[config.mk]
export PLATFORM = sky130hd
export DESIGN_NAME = wheel_speed_pid_with_integral_clamp
export DESIGN_NICKNAME = d
export VERILOG_FILES = /design/src/design/wsp_pkg.sv /design/src/design/wheel_speed_pid_with_integral_clamp.sv /design/src/design/wsp_front.sv /design/src/design/wsp_queue.sv /design/src/design/wsp_back.sv
export SDC_FILE = /design/constraint.sdc
export NUM_CORES = 2
export LEC_CHECK = 0
export BUFFER_PORTS_ARGS = -buffer_cell sky130_fd_sc_hd__buf_4
export CAP_MARGIN = 20
export CORE_MARGIN = 2
export CORE_UTILIZATION = 35
export DETAILED_ROUTE_END_ITERATION = 10
export PLACE_DENSITY_LB_ADDON = 0.2
export SLEW_MARGIN = 25
export SYNTH_ARGS = -nofsm -noshare
export SYNTH_HDL_FRONTEND = slang
export SYNTH_SLANG_ARGS = --single-unit
[constraint.sdc]
create_clock -name clk -period 12.6 [get_ports clk]
set_clock_uncertainty 0.05 [all_clocks]
set_input_delay 0 -clock clk [delete_from_list [all_inputs] [get_ports clk]]
set_output_delay 0 -clock clk [all_outputs]
set_load 0.005 [all_outputs]
[src/design/wsp_pkg.sv]
// Shared types and constants for the wheel speed PID block.
package wsp_pkg;

  // Register map
  localparam int CFG_IDX_W = 3;
  typedef enum logic [CFG_IDX_W-1:0] {
    REG_TARGET = 3'd0,
    REG_LIMIT  = 3'd1,
    REG_KP     = 3'd2,
    REG_KI     = 3'd3,
    REG_KD     = 3'd4
  } cfg_reg_e;

  localparam logic signed [16:0] TARGET_RESET = 17'sd0;
  localparam logic [15:0]        LIMIT_RESET  = 16'd5000;
  localparam logic signed [19:0] KP_RESET     = 20'sd43008;
  localparam logic signed [19:0] KI_RESET     = 20'sd287;
  localparam logic signed [19:0] KD_RESET     = 20'sd0;

  // Fixed point: Q8.12 gains, result scaled down by 2^13
  localparam int DRIVE_SHIFT = 13;

  // Queue between front and back
  localparam int QDEPTH = 4;
  localparam int QPTR_W = $clog2(QDEPTH);
  localparam int QCNT_W = $clog2(QDEPTH + 1);

  // Input request
  typedef struct packed {
    logic signed [15:0] left_speed;
    logic signed [15:0] right_speed;
  } wheel_t;

  // Result
  typedef struct packed {
    logic signed [15:0] drive;
    logic               integral_at_limit;
  } ctrl_t;

  // Configuration registers
  typedef struct packed {
    logic signed [16:0] target_speed_half;
    logic [15:0]        integral_limit;
    logic signed [19:0] kp_gain;
    logic signed [19:0] ki_gain;
    logic signed [19:0] kd_gain;
  } cfg_t;

  // Work handed from front to back
  typedef struct packed {
    logic signed [18:0] err;
    logic signed [17:0] integ;
    logic signed [19:0] diff;
    logic               clamped;
  } wsp_job_t;

endpackage

[src/design/wheel_speed_pid_with_integral_clamp.sv]
// Top level of the wheel speed PID with integral clamp.
//
//   channel | signals                               | direction
//   --------+---------------------------------------+----------
//   wheel   | wheel_valid, wheel_stall, wheel       | in
//   ctrl    | ctrl_valid, ctrl_stall, ctrl          | out
//   cfg     | cfg_valid, cfg_ready, cfg_index/data  | in
//
// One request per cycle sustained while ctrl_stall stays low; the integral add
// and clamp are combinational in the front. From accept, the front writes the
// queue at the accept edge, then products, sum, and truncate/saturate into the
// output register are each registered in turn.
// Reset clears the integral, previous error, queue and valid bits, and loads
// the register defaults. wheel_stall rises only when the 4-entry queue is full.
module wheel_speed_pid_with_integral_clamp (
  input  logic                             clk,
  input  logic                             rst,
  input  logic                             wheel_valid,
  output logic                             wheel_stall,
  input  wsp_pkg::wheel_t                  wheel,
  output logic                             ctrl_valid,
  input  logic                             ctrl_stall,
  output wsp_pkg::ctrl_t                   ctrl,
  input  logic                             cfg_valid,
  output logic                             cfg_ready,
  input  logic [wsp_pkg::CFG_IDX_W-1:0]    cfg_index,
  input  logic [31:0]                      cfg_data
);
  import wsp_pkg::*;

  cfg_t     cfg;
  wsp_job_t front_job;
  wsp_job_t head_job;
  logic     q_full;
  logic     q_valid;
  logic     q_pop;
  logic     accept;

  assign cfg_ready   = 1'b1;
  assign wheel_stall = q_full;
  assign accept      = wheel_valid && !wheel_stall;

  // Configuration registers
  always_ff @(posedge clk) begin
    if (rst) begin
      cfg.target_speed_half <= TARGET_RESET;
      cfg.integral_limit    <= LIMIT_RESET;
      cfg.kp_gain           <= KP_RESET;
      cfg.ki_gain           <= KI_RESET;
      cfg.kd_gain           <= KD_RESET;
    end else if (cfg_valid && cfg_ready) begin
      unique case (cfg_index)
        REG_TARGET: cfg.target_speed_half <= cfg_data[16:0];
        REG_LIMIT:  cfg.integral_limit    <= cfg_data[15:0];
        REG_KP:     cfg.kp_gain           <= cfg_data[19:0];
        REG_KI:     cfg.ki_gain           <= cfg_data[19:0];
        REG_KD:     cfg.kd_gain           <= cfg_data[19:0];
        default:    ;
      endcase
    end
  end

  wsp_front u_front (
    .clk    (clk),
    .rst    (rst),
    .accept (accept),
    .wheel  (wheel),
    .cfg    (cfg),
    .job    (front_job)
  );

  wsp_queue u_queue (
    .clk        (clk),
    .rst        (rst),
    .push       (accept),
    .push_data  (front_job),
    .full       (q_full),
    .pop        (q_pop),
    .head_valid (q_valid),
    .head_data  (head_job)
  );

  wsp_back u_back (
    .clk        (clk),
    .rst        (rst),
    .cfg        (cfg),
    .job_valid  (q_valid),
    .job        (head_job),
    .job_pop    (q_pop),
    .ctrl_valid (ctrl_valid),
    .ctrl_stall (ctrl_stall),
    .ctrl       (ctrl)
  );

endmodule

[src/design/wsp_front.sv]
// Front part: accepts speed requests, updates integral and previous error.
module wsp_front (
  input  logic              clk,
  input  logic              rst,
  input  logic              accept,
  input  wsp_pkg::wheel_t   wheel,
  input  wsp_pkg::cfg_t     cfg,
  output wsp_pkg::wsp_job_t job
);
  import wsp_pkg::*;

  logic signed [17:0] integ;
  logic signed [18:0] prev_err;

  logic signed [16:0] sum;
  logic signed [18:0] err;
  logic signed [19:0] lim;
  logic signed [19:0] acc;
  logic signed [19:0] acc_clamped;
  logic               clamped;

  // Average as a sum, and the error against target
  assign sum = 17'(wheel.left_speed) + 17'(wheel.right_speed);
  assign err = 19'(cfg.target_speed_half) - 19'(sum);
  assign lim = $signed({3'b000, cfg.integral_limit, 1'b0});

  // Accumulate or clear, then clamp to +/- lim
  always_comb begin
    if (sum != 17'sd0) begin
      acc = 20'(integ) + 20'(err);
    end else begin
      acc = 20'sd0;
    end
    clamped     = 1'b0;
    acc_clamped = acc;
    if (acc > lim) begin
      acc_clamped = lim;
      clamped     = 1'b1;
    end else if (acc < -lim) begin
      acc_clamped = -lim;
      clamped     = 1'b1;
    end
  end

  assign job.err     = err;
  assign job.integ   = acc_clamped[17:0];
  assign job.diff    = 20'(err) - 20'(prev_err);
  assign job.clamped = clamped;

  // Loop state
  always_ff @(posedge clk) begin
    if (rst) begin
      integ    <= '0;
      prev_err <= '0;
    end else if (accept) begin
      integ    <= acc_clamped[17:0];
      prev_err <= err;
    end
  end

endmodule

[src/design/wsp_queue.sv]
// Short register queue between front and back.
module wsp_queue (
  input  logic              clk,
  input  logic              rst,
  input  logic              push,
  input  wsp_pkg::wsp_job_t push_data,
  output logic              full,
  input  logic              pop,
  output logic              head_valid,
  output wsp_pkg::wsp_job_t head_data
);
  import wsp_pkg::*;

  wsp_job_t          slots [QDEPTH];
  logic [QPTR_W-1:0] wr_ptr;
  logic [QPTR_W-1:0] rd_ptr;
  logic [QCNT_W-1:0] count;

  assign full       = (count == QCNT_W'(QDEPTH));
  assign head_valid = (count != '0);
  assign head_data  = slots[rd_ptr];

  // Pointers and fill count
  always_ff @(posedge clk) begin
    if (rst) begin
      wr_ptr <= '0;
      rd_ptr <= '0;
      count  <= '0;
    end else begin
      if (push) begin
        wr_ptr <= (wr_ptr == QPTR_W'(QDEPTH - 1)) ? '0 : wr_ptr + 1'b1;
      end
      if (pop) begin
        rd_ptr <= (rd_ptr == QPTR_W'(QDEPTH - 1)) ? '0 : rd_ptr + 1'b1;
      end
      case ({push, pop})
        2'b10:   count <= count + 1'b1;
        2'b01:   count <= count - 1'b1;
        default: count <= count;
      endcase
    end
  end

  // Storage
  always_ff @(posedge clk) begin
    if (push) begin
      slots[wr_ptr] <= push_data;
    end
  end

endmodule

[src/design/wsp_back.sv]
// Back part: gain products, sum, truncate and saturate, output register.
module wsp_back (
  input  logic              clk,
  input  logic              rst,
  input  wsp_pkg::cfg_t     cfg,
  input  logic              job_valid,
  input  wsp_pkg::wsp_job_t job,
  output logic              job_pop,
  output logic              ctrl_valid,
  input  logic              ctrl_stall,
  output wsp_pkg::ctrl_t    ctrl
);
  import wsp_pkg::*;

  localparam int TOT_W = 42;
  localparam int Q_W   = TOT_W - DRIVE_SHIFT;

  // Stage 1: products
  logic               s1_valid;
  logic signed [38:0] prod_p;
  logic signed [37:0] prod_i;
  logic signed [39:0] prod_d;
  logic               s1_clamped;

  // Stage 2: sum
  logic                    s2_valid;
  logic signed [TOT_W-1:0] total;
  logic                    s2_clamped;

  logic out_ready;
  logic s2_ready;
  logic s1_ready;

  logic signed [TOT_W-1:0] biased;
  logic signed [Q_W-1:0]   quot;
  logic signed [15:0]      drive_sat;

  // Stall chain
  assign out_ready = !ctrl_valid || !ctrl_stall;
  assign s2_ready  = !s2_valid || out_ready;
  assign s1_ready  = !s1_valid || s2_ready;
  assign job_pop   = job_valid && s1_ready;

  // Truncate toward zero, then saturate to int16
  always_comb begin
    if (total < 0) begin
      biased = total + TOT_W'((1 << DRIVE_SHIFT) - 1);
    end else begin
      biased = total;
    end
    quot = Q_W'(biased >>> DRIVE_SHIFT);
    if (quot > Q_W'(32767)) begin
      drive_sat = 16'sh7fff;
    end else if (quot < -Q_W'(32768)) begin
      drive_sat = -16'sh8000;
    end else begin
      drive_sat = quot[15:0];
    end
  end

  // Valid bits
  always_ff @(posedge clk) begin
    if (rst) begin
      s1_valid   <= 1'b0;
      s2_valid   <= 1'b0;
      ctrl_valid <= 1'b0;
    end else begin
      if (s1_ready) begin
        s1_valid <= job_valid;
      end
      if (s2_ready) begin
        s2_valid <= s1_valid;
      end
      if (out_ready) begin
        ctrl_valid <= s2_valid;
      end
    end
  end

  // Payload
  always_ff @(posedge clk) begin
    if (job_pop) begin
      prod_p     <= 39'(cfg.kp_gain) * 39'(job.err);
      prod_i     <= 38'(cfg.ki_gain) * 38'(job.integ);
      prod_d     <= 40'(cfg.kd_gain) * 40'(job.diff);
      s1_clamped <= job.clamped;
    end
    if (s2_ready && s1_valid) begin
      total      <= TOT_W'(prod_p) + TOT_W'(prod_i) + TOT_W'(prod_d);
      s2_clamped <= s1_clamped;
    end
    if (out_ready && s2_valid) begin
      ctrl.drive             <= drive_sat;
      ctrl.integral_at_limit <= s2_clamped;
    end
  end

endmodule
Word-level counts from Yosys, hierarchy flattened --
Memory sizes are Yosys's and may differ from the RTL's. A register that Yosys moved wholly into a read port is not among the register bits. Cells that the tools add are included.
Cells by class: muxes and demuxes 14, eq/ne operators 9, reductions and logical operators 21, magnitude comparators 5, add/sub/neg operators 12, multiply operators 3
Operator list (number):
- 42-bit by 14-bit adder with 42-bit output (second input constant) | 1
- 42-bit by 1-bit < comparator with 1-bit output (second input constant) | 1
- 42-bit two-way mux | 1
- 40-bit by 40-bit adder with 41-bit output | 1
- 39-bit by 38-bit adder with 40-bit output | 1
- 20-bit by 20-bit multiplier with 40-bit output | 1
- 20-bit by 19-bit multiplier with 39-bit output | 1
- 20-bit by 18-bit multiplier with 38-bit output | 1
- 18-bit two-way mux | 2
- 29-bit by 16-bit > comparator with 1-bit output (second input constant) | 1
- 29-bit by 16-bit < comparator with 1-bit output (second input constant) | 1
- 20-bit by 18-bit > comparator with 1-bit output | 1
- 20-bit < comparator | 1
- 20-bit two-way mux | 1
- 17-bit negation with 20-bit output | 1
- 18-bit by 18-bit adder with 19-bit output | 1
- 18-bit by 18-bit subtractor with 19-bit output | 1
- 17-bit by 17-bit subtractor with 18-bit output | 1
- 16-bit by 16-bit adder with 17-bit output | 1
- 17-bit nonzero test | 1
- 16-bit two-way mux | 1
- 2-bit AND reduction | 5
- 2-bit two-way mux | 4
- 2-bit == test (second input constant) | 3
- other kinds (15) | 30
Word-level totals: output and inout port bits 20, register bits after elaboration 317, memory bits (writable) 232, memories kept 1, bits of input ports 72, word-level logic and storage cells 86
Memory list:
- u_queue.slots | words 4, bits a word 58, read ports 1, clocked after Yosys merged registers in 1, write ports 1, RTL line wsp_queue.sv:14 | wsp_job_t slots [QDEPTH];

Depth between registers and ports, before layout --
word-level depth 7, mapped depth 34, depth with buffers taken out 33

Modules after synthesis --
Synthesis repeated with hierarchy kept, for this count alone.
Unflattened totals: cell total of the unflattened synthesis 6785, area total of the unflattened synthesis 69858.2 µm²
By module, submodules not included:
- wsp_back | seq. area each 5375.2 µm², cells each 5225, instances 1, area each 50712.4 µm²
- wsp_queue | seq. area each 7146.9 µm², cells each 351, instances 1, area each 8842.2 µm²
- wsp_front | seq. area each 720.7 µm², cells each 859, instances 1, area each 6552.5 µm²
- wheel_speed_pid_with_integral_clamp | seq. area each 1861.8 µm², cells each 350, instances 1, area each 3751.1 µm²

Worst setup path before layout --
No wires, ideal clock.
path type reg-to-reg, start reg with a tool-made name, end reg u_back.prod_d[39] (data pin), cell stages (with the launch flop) 31, setup slack 4.038 ns, setup time 0.266 ns, data required time 12.284 ns, arrival 8.245 ns, buffers on the path 3, cell sequence dfxtp_1 buf_1 buf_1 mux4_2 clkbuf_1 and2_1 fa_1 fa_1 inv_1 fa_1 inv_1 fa_1 inv_1 fa_1 inv_1 fa_1 inv_1 fa_1 inv_1 ha_1 a21o_1 a21o_1 a21o_1 a21oi_1 nor2b_1 nor2_1 a211o_1 nand2_1 o41ai_1 mux2i_1 nand4_1
RTL lines:
- to (signal assigned) | RTL line wsp_back.sv:85 | prod_d <= 40'(cfg.kd_gain) * 40'(job.diff);
- to (decl) | RTL line wsp_back.sv:22 | logic signed [39:0] prod_d;

==> flow_summary_export.csv <==
group,metric,value,unit
floorplanning,dieHeight,447,um
grt,grt_pass1_vias,49375,
critical_path,worst_setup_path_start_kind,"flip-flop",
critical_path,rrSetupSlack,3.23,ns
cts,clk_pin_slew,0.07,ns
yosys,synth_nets,8596,
worst_hold_path,hold_class,"primary input to flip-flop",
critical_path,path_common_cell,"fa_1",
routing,drt_iter0_markers,2737,
routing,ant_nets,0,
sta,drv_slew,0,
floorplanning,io_pins,92,
yosys,synth_edf_count,401,
yosys,yosysWarnings,0,
routing,first_pass_iters,7,
floorplanning,start_util,35.2,%
yosys,async_flop_share,0,%
yosys,synthCells,6848,
sta,rsz0062_at_grt,"no",
worst_hold_path,hold_end,"cfg[0]",
cells_and_area,layout.nets,8532,
grt,grt_remaining_overflow,0,
sta,hold_viol,0,
sta,fin_crit_sh,74.4,%
floorplanning,die-area,0.199,mm2
critical_path,crit_fanout,34,
floorplanning,die_w,447,um
worst_hold_path,hp-start,"cfg_index[2]",
sta,fmax,107,MHz
routing,drc,0,
cts,numCtsBuffers,61,
critical_path,worst-path-buf-inv,3,
cells_and_area,fillers,19388,
grt,antenna_found_initial,3,
sta,tightest_slew,1.08,ns
critical_path,crit_required,12.96,ns
routing,totalWireLength,181000,um
critical_path,path_delay_family,"adder cells",
run_status,status,"completed",
critical_path,cp_cell_sequence,"buf_4, mux4_2, and2_1, fa_1, fa_1, fa_1, inv_1, fa_1, inv_1, fa_1, fa_1, ha_1, ha_1, a21o_1, a211oi_1, o32ai_1, a311oi_1, o2111ai_1, and2_1, nand4_1, nand4_1, and3_1, a311o_1",
grt,track_usage,18.7,%
floorplanning,num_rows,162,
flow_run,maxCapViolations,0,
sta,setup_viol,0,
sta,timing.hold.ws,0.0571,ns
critical_path,critPathSlowestCell,"mux4_2",
cells_and_area,drive_above_1_share,5.15,%
yosys,ys_ff_latch,542,
grt,grt_max_degree,82,
critical_path,worstSetupPathType,"flip-flop to flip-flop",
critical_path,cp-end-kind,"flip-flop",
grt,grt_pass1_wl,287000,um
cts,post_cts_resized,0,
floorplanning,core_area,0.195,mm2
cells_and_area,area_delta_synth_final,8.37,%
cts,cts_tree,"done",
critical_path,rr_worst_depth,23,
yosys,synthDistinctLibCells,85,
cts,post-cts-setup-buffers,0,
cts,cts_sinks,542,
yosys,postSynthAreaPerCell,10.0,um2
cells_and_area,layout_common_cells,"1,294 x inv_1, 1,215 x fa_1, 978 x nand2_1, 461 x ha_1, 432 x and2_1",
routing,avgViaCountPerCell,4.89,
cells_and_area,final_common_cell,"inv_1",
cts,worst_skew_pair.late_latency,0.70,ns
yosys,synth_ff_type,"edfxtp_1",
placed_design,gp_congestion,0.849,
cts,cts.htree.levels,2,
sta,relSlewSlack,27.6,%
yosys,ys_seq_area_share,21.7,%
critical_path,worstPathArrival,9.74,ns
worst_hold_path,hold_depth,4,
critical_path,critPathMaxStageDelay,0.88,ns
sta,fin_crit,9.37,ns
critical_path,r2r-end,"u_back.prod_p[37]",
routing,wl_per_cell,19.1,um
yosys,synth_area,0.0685,mm2
cts,cts_buffer_depth,3,
routing,vias,46293,
placed_design,hpwlAfterDp,144000,um
placed_design,portBuffers,78,
cts,cts_root_buf,"clkbuf_16",
sta,setup_tns,0,ns
through the flow:
step / std cells / cell area, um2 / util (%) / setup WS (ns)
2_1_floorplan: 6848 / 68500 / - / 4.04
4_1_cts: 9461 / 74300 / 38.1 / 3.02
5_1_grt: 9461 / 74300 / 38.1 / 2.61
6_report: 9464 / 74300 / 38.1 / 3.23
3_3_place_gp: 9312 / 71800 / 36.9 / 3.07
3_5_place_dp: 9313 / 71800 / 36.9 / 3.05
how the worst max path moves through the flow:
| stage | to | slack, ns | cells past startpoint |
|---|---|---|---|
| floorplan | u_back.prod_d[39] | 4.04 | 30 |
| global route | u_back.prod_p[37] | 2.61 | 23 |
| finish | u_back.prod_p[37] | 3.23 | 23 |
| global placement | u_back.prod_p[37] | 3.07 | 23 |
| detailed placement | u_back.prod_p[37] | 3.05 | 23 |
| CTS | u_back.prod_p[37] | 3.02 | 23 |
cell usage after synthesis, drive strengths merged (55+ instances only):
library cell / number / area, um2
inv: 1298 / 4870
fa: 1215 / 24300
nand2: 978 / 3670
ha: 461 / 5770
and2: 437 / 2740
edfxtp: 401 / 12000
clkbuf: 278 / 1040
a21oi: 251 / 1260
nor2: 172 / 646
xnor2: 166 / 1460
dfxtp: 141 / 2820
o21ai: 139 / 703
a21o: 92 / 691
nand3: 76 / 380
nand2b: 74 / 463
xor2: 70 / 613
nor3: 60 / 300
mux4: 55 / 1240
repair_timing:
action,in CTS,in global routing
endpoints found under the hold margin,150,0
hold buffers,32,0
endpoints found under the setup margin,0,0
logic make-up (layout without fill, tap and decap cells):
| family | count (synthesis) | count (layout) | synth area share (%) |
|---|---|---|---|
| other cells | 1 | 4 | 0.00547 |
| flops | 542 | 542 | 21.7 |
| mux | 60 | 60 | 1.88 |
| simple gates | 2002 | 2002 | 14.0 |
| fa+ha+maj | 1681 | 1681 | 44.0 |
| buf+inv | 1610 | 1599 | 8.85 |
| compound gates | 716 | 716 | 6.58 |
| xor+xnor | 236 | 236 | 3.03 |
layer usage:
layer,wire length (um),vias up,track usage (%)
li1,-,21280,-
met2,88400,887,32.4
met5,0,-,0
met4,3750,0,3.77
met1,81100,23974,25.4
met3,7490,152,1.73
worst reg2reg max path: stages, from the launching register on:
cell and delay, ns:
dfxtp_4 0.68, buf_4 0.69, mux4_2 0.88, and2_1 0.32
fa_1 0.44, fa_1 0.46, fa_1 0.50, inv_1 0.05
fa_1 0.50, inv_1 0.05, fa_1 0.55, fa_1 0.42
ha_1 0.29, ha_1 0.35, a21o_1 0.19, a211oi_1 0.36
o32ai_1 0.23, a311oi_1 0.72, o2111ai_1 0.24, and2_1 0.25
nand4_1 0.15, nand4_1 0.16, and3_1 0.24, a311o_1 0.35
sequential cells by signal, indices dropped and copies added (netlist names), named ones only:
name / cells
u_back.s1_valid: 1
u_back.ctrl: 17
u_back.prod_d: 40
u_queue.count: 3
u_queue.slots: 224
u_front.prev_err: 18
u_queue.wr_ptr: 2
u_front.integ: 18
u_back.ctrl_valid: 1
u_back.prod_p: 39
u_back.s1_clamped: 1
u_back.s2_clamped: 1
cfg: 93
u_queue.rd_ptr: 2
u_back.total: 41
u_back.prod_i: 38
u_back.s2_valid: 1
layout make-up:
cell class	count	area, um2	area share [%]
multi-input combinational	4696	47600	64.1
sequential	542	14900	20.0
inverter	1298	4870	6.56
tap	2624	3280	4.42
clock buffer	89	1750	2.35
timing repair buffer	185	1470	1.98
clock inverter	27	384	0.517
antenna	3	7.51	0.0101
Power is left out: the tool's default activity adds up to more than one toggle a clock period on the data nets, which glitch-free logic cannot reach.
